==> src/ctsg_sqrt.sv <==
module ctsg_sqrt #(
    parameter int R  = 25,
    parameter int PW = 8
) (
    input  logic            clk,
    input  logic            rst_n,
    input  logic            en,
    input  logic            in_v,
    input  logic [2*R-1:0]  rad,
    input  logic [PW-1:0]   in_pay,
    output logic            out_v,
    output logic [R-1:0]    root,
    output logic [PW-1:0]   out_pay
);

    // one root bit per stage, index 0 is the input side
    logic            v_w    [R+1];
    logic [R-1:0]    root_w [R+1];
    logic [R+1:0]    rem_w  [R+1];
    logic [2*R-1:0]  rad_w  [R+1];
    logic [PW-1:0]   pay_w  [R+1];

    assign v_w[0]    = in_v;
    assign root_w[0] = '0;
    assign rem_w[0]  = '0;
    assign rad_w[0]  = rad;
    assign pay_w[0]  = in_pay;

    genvar k;
    generate
        for (k = 0; k < R; k++) begin : g_stage
            logic            v_reg;
            logic [R-1:0]    root_reg;
            logic [R+1:0]    rem_reg;
            logic [2*R-1:0]  rad_reg;
            logic [PW-1:0]   pay_reg;
            logic [R+1:0]    remc;
            logic [R+1:0]    trial;
            logic            ge;

            // bring down the next two radicand bits and try a one
            assign remc  = {rem_w[k][R-1:0], rad_w[k][2*R-1:2*R-2]};
            assign trial = {root_w[k], 2'b01};
            assign ge    = remc >= trial;

            always_ff @(posedge clk or negedge rst_n)
            begin
                if (!rst_n)
                begin
                    v_reg <= 1'b0;
                end
                else if (en)
                begin
                    v_reg <= v_w[k];
                end
            end

            always_ff @(posedge clk)
            begin
                if (en)
                begin
                    root_reg <= {root_w[k][R-2:0], ge};
                    rem_reg  <= ge ? remc - trial : remc;
                    rad_reg  <= {rad_w[k][2*R-3:0], 2'b00};
                    pay_reg  <= pay_w[k];
                end
            end

            assign v_w[k+1]    = v_reg;
            assign root_w[k+1] = root_reg;
            assign rem_w[k+1]  = rem_reg;
            assign rad_w[k+1]  = rad_reg;
            assign pay_w[k+1]  = pay_reg;
        end
    endgenerate

    assign out_v   = v_w[R];
    assign root    = root_w[R];
    assign out_pay = pay_w[R];

endmodule

==> config.mk <==
export PLATFORM = sky130hd
export DESIGN_NAME = ctsg_sqrt
export DESIGN_NICKNAME = d
export VERILOG_FILES = /design/src/ctsg_sqrt.sv
export SDC_FILE = /design/constraint.sdc
export NUM_CORES = 2
export LEC_CHECK = 0
export ABC_AREA = 1
export BUFFER_PORTS_ARGS = -buffer_cell sky130_fd_sc_hd__buf_2
export CAP_MARGIN = 25
export CORE_MARGIN = 2
export CORE_UTILIZATION = 50
export DETAILED_ROUTE_END_ITERATION = 10
export PLACE_DENSITY = 0.66
export SYNTH_ARGS = -nofsm -noshare
export SYNTH_HDL_FRONTEND = slang
export SYNTH_SLANG_ARGS = --single-unit
==> constraint.sdc <==
create_clock -name clk -period 3.97 [get_ports clk]
set_input_delay 0.397 -clock clk [delete_from_list [all_inputs] [get_ports clk]]
set_output_delay 0.397 -clock clk [all_outputs]
set_load 0.005 [all_outputs]
==> results.md <==
Run status:
- The flow ran to the end, and the final reports show no timing, DRC or antenna violations.

Routing:
- In the routed design, unresolved DRC markers number 0.
- The wire length per cell is around 17 um.
- After detailed routing, the number of vias per cell comes to 5.10.
- For this run, the detailed router's first-pass iteration total came to 8.
- The via count is 64400.
- The count of antenna-violating nets left after detailed routing is 0.
- In this run, the number of DRC markers left after iteration 0 of detailed routing was 5288.
- The total wire length is between 200000 and 250000 um.

STA:
- The max-slew headroom at the worst pin is slightly above 30%.
- The portion of the clock cycle consumed by the worst path in the final layout is between 70 and 80%.
- Setup repair after global routing left no endpoint under its margin.
- For this run, the top clock speed supported by timing is 335 MHz.
- The final-layout setup total negative slack is 0 ns.
- The worst clock skew is ~0.027 ns.
- Subtracting the final worst setup slack from the clock period gives 2.98 ns.
- The count of endpoints failing hold in the final timing report is 0.
- Setup violations remaining at the end of the flow were counted as 0.
- The final-report max-slew violation count is 0.
- At the pin with the least slew margin, the transition time is ~1.0 ns.

Worst setup path:
- STA puts the critical path data required time at 4.53 ns.
- The sort of element at the start of the critical path is a flip-flop.
- The endpoint type of the worst setup path is a flip-flop.
- In this run the worst path has a maximum fanout of 26.
- The arrival time of the worst setup path is between 3 and 4 ns.
- The critical path class is reg -> reg.

Placement:
- Detailed placement finished with a half-perimeter wire length of between 150000 and 200000 um.
- The number of instances in the placed design is 12200.
- Port buffering added 95 buffers.
- The routability congestion estimate is roughly 0.95.

Clock network:
- The cell at the root of the clock tree is sky130_fd_sc_hd__clkbuf_16.
- Buffers inserted to repair hold after CTS numbered 61.
- Clock tree synthesis inserted a total of approximately 180 buffers.
- Post-CTS timing repair inserted 0 buffers for setup.
- In this run the deepest clock path goes through 3 buffers.
- The clock tree synthesis step divided the H-tree into 4 levels.
- TritonCTS built the clock tree.
- The clock slew seen by the registers of the worst setup and hold paths is approximately 0.060 ns.
- The clock reaches the later pin of the worst-skew pair after between 0.8 and 0.9 ns.
- CTS saw 1718 sinks.
- In this run, post-CTS repair resized a total of 0 instances.

Power:
- The ratio of total power to cell area is roughly 510 mW/mm2.
- The leakage component of the power is ~0.045 uW.
- IR analysis of the VDD net gives a maximum drop of between 400 and 500 uV.

Cells and area:
- The register with the most flip-flops in the layout has 600 of them.
- The number of antenna diodes in the final layout is 0.
- The signed area change from the synthesized netlist to the final layout is 11.6%.
- The net count of the finished layout is between 10000 and 15000.
- Cells with a size suffix above 1 make up between 6 and 7% of the layout.
- The finished layout holds between 10000 and 15000 standard cells, fillers aside.

Yosys:
- The post-synthesis cell type with the largest combined area is sky130_fd_sc_hd__edfxtp_1.
- The count of state elements after synthesis is 1718.
- The proportion of netlist area held by the largest area contributor is a little under three fifths.
- Counting every net in the synthesized netlist gives roughly 10000.
- Sorting the synthesized cells by area gives the leading types as sky130_fd_sc_hd__edfxtp_1 57%, sky130_fd_sc_hd__nand2_1 14%, sky130_fd_sc_hd__inv_1 7.0%.
- Synthesis handed over a netlist of roughly 9800 instances.
- The post-synth design cell area is about 0.089 mm2.
- The average cell area after synthesis is between 9 and 10 um2.
- The Yosys step of the flow raised 0 warnings.
- The sequential element share of the synthesized area is a little under three fifths.
- The distinct cell type count of the synthesized netlist is 56.

Global route:
- The global-route wire length before repair is 334000 um.
- The initial antenna violation count is 1.
- Across every metal layer, demand over resource in global routing totals between 20% and 30%.
- Entering global routing, the biggest net connects ~120 pins.
- The via count of the first global-routing pass came to ~62000.
- The leftover overflow at the end of global routing is 0.

Worst hold path:
- In this run the worst hold path is classified as in -> async.

Job:
- The number of max-capacitance violations reported is 0.

Floorplanning:
- The die width is ~430 um.
- The die area is about 0.18 mm2.
- For this configuration, the core starts out at a cell density of around half.
- The row count is around 160.
- The floorplan step set the die height to ~430 um.
- The total area inside the core boundary comes to approximately 0.18 mm2.
- For this design the top-level I/O count stands at 96.
==> where the power goes <==
group | switching (uW) | internal [uW] | leakage [uW]
logic | 6690 | 3280 | 0.0253
registers | 1180 | 22200 | 0.0166
clock network | 7380 | 10400 | 0.00309
==> area by class of cell <==
type / instances / area [um2]
clock buffer: 206 / 4670
clock inverter: 136 / 1690
fill: 15800 / 78200
inverter: 1695 / 6360
multi-input combinational: 6294 / 30900
sequential: 1718 / 51500
tap: 2355 / 2950
timing repair buffer: 214 / 1740
==> placed cells by master (no fill, tap or decap), types with 38 or more instances in the layout <==
cell	count
sky130_fd_sc_hd__a21oi_1	301
sky130_fd_sc_hd__a21oi_2	38
sky130_fd_sc_hd__buf_2	94
sky130_fd_sc_hd__buf_4	41
sky130_fd_sc_hd__clkbuf_16	183
sky130_fd_sc_hd__clkinv_2	38
sky130_fd_sc_hd__dlygate4sd3_1	61
sky130_fd_sc_hd__edfxtp_1	1693
sky130_fd_sc_hd__ha_1	351
sky130_fd_sc_hd__inv_1	1676
sky130_fd_sc_hd__nand2_1	3362
sky130_fd_sc_hd__nand3_1	564
sky130_fd_sc_hd__nand3b_1	86
sky130_fd_sc_hd__nand4_1	187
sky130_fd_sc_hd__nor2_1	765
sky130_fd_sc_hd__nor2_2	49
sky130_fd_sc_hd__nor3_1	69
sky130_fd_sc_hd__o21ai_0	124
sky130_fd_sc_hd__xnor2_1	55
sky130_fd_sc_hd__xor2_1	155
==> final timing paths <==
check | from | endpoint | slack, ns | cells past startpoint
min | rst_n | g_stage[3].v_reg | 0.11 | 2
min in group clk | en | g_stage[4].rad_reg[37] | 0.13 | 1
max in group asynchronous | rst_n | g_stage[11].v_reg | 3.44 | 2
max reg2reg | g_stage[20].root_reg[17] | g_stage[21].rem_reg[21] | 0.99 | 13
max | g_stage[20].root_reg[17] | g_stage[21].rem_reg[21] | 0.99 | 13
min reg2reg | g_stage[6].rad_reg[42] | g_stage[7].rad_reg[44] | 0.40 | 0
==> stage by stage <==
step	worst slack (ns)	util, %	cell area (um2)	hold WS, ns	total power [uW]
finish	0.988	56.1	99800	0.112	51100
CTS	0.987	56.1	99800	0.0633	51600
detailed placement	1.03	52.1	92800	0.405	33600
floorplan	1.93	-	89400	0.101	30300
global route	0.823	56.1	99800	0.141	53800
global placement	0.734	52.1	92800	0.400	33500
==> cell usage after synthesis, drive strengths merged <==
| master | n |
|---|---|
| a211oi | 1 |
| a21boi | 2 |
| a21o | 2 |
| a21oi | 342 |
| and2 | 23 |
| and3 | 4 |
| and3b | 1 |
| buf | 72 |
| clkbuf | 9 |
| clkinv | 2 |
| conb | 1 |
| dfrtp | 25 |
| edfxtp | 1693 |
| ha | 351 |
| inv | 1693 |
| mux2 | 1 |
| nand2 | 3381 |
| nand2b | 1 |
| nand3 | 578 |
| nand3b | 86 |
| nand4 | 187 |
| nor2 | 826 |
| nor3 | 74 |
| nor3b | 5 |
| nor4 | 5 |
| o2111ai | 3 |
| o211ai | 5 |
| o21a | 2 |
| o21ai | 166 |
| o21bai | 12 |
| or2 | 25 |
| xnor2 | 55 |
| xor2 | 155 |
==> cell families after synthesis <==
| family | count (synthesis) | share of synthesized area (%) |
|---|---|---|
| AO/OA/AOI/OAI | 535 | 3.35 |
| XOR/XNOR | 210 | 2.06 |
| adder cells (fa/ha/maj) | 351 | 4.91 |
| buffers and inverters | 1776 | 7.84 |
| flip-flops | 1718 | 57.6 |
| multiplexers | 1 | 0.0126 |
| other | 1 | 0.00419 |
| AND/OR/NAND/NOR | 5196 | 24.3 |
==> layer usage <==
metal | wire (um) | vias up | track usage (%)
met5 | 0 | - | 0
met4 | 5180 | 0 | 6.41
met3 | 10100 | 320 | 2.81
met2 | 102000 | 1592 | 39.3
met1 | 94800 | 30100 | 31.6
li1 | - | 32300 | -
==> critical path: stages, from the launching register on <==
cell	delay [ns]
sky130_fd_sc_hd__edfxtp_1	0.44
sky130_fd_sc_hd__inv_1	0.07
sky130_fd_sc_hd__ha_1	0.43
sky130_fd_sc_hd__nand2_1	0.15
sky130_fd_sc_hd__nor2_1	0.23
sky130_fd_sc_hd__nand2_1	0.12
sky130_fd_sc_hd__nor2_1	0.15
sky130_fd_sc_hd__nand2_1	0.07
sky130_fd_sc_hd__nand2_1	0.08
sky130_fd_sc_hd__nor2_1	0.07
sky130_fd_sc_hd__nand2_4	0.28
sky130_fd_sc_hd__inv_2	0.31
sky130_fd_sc_hd__nand2_1	0.16
sky130_fd_sc_hd__nand2_1	0.12
No activity file was read; power rests on OpenSTA's default activity.
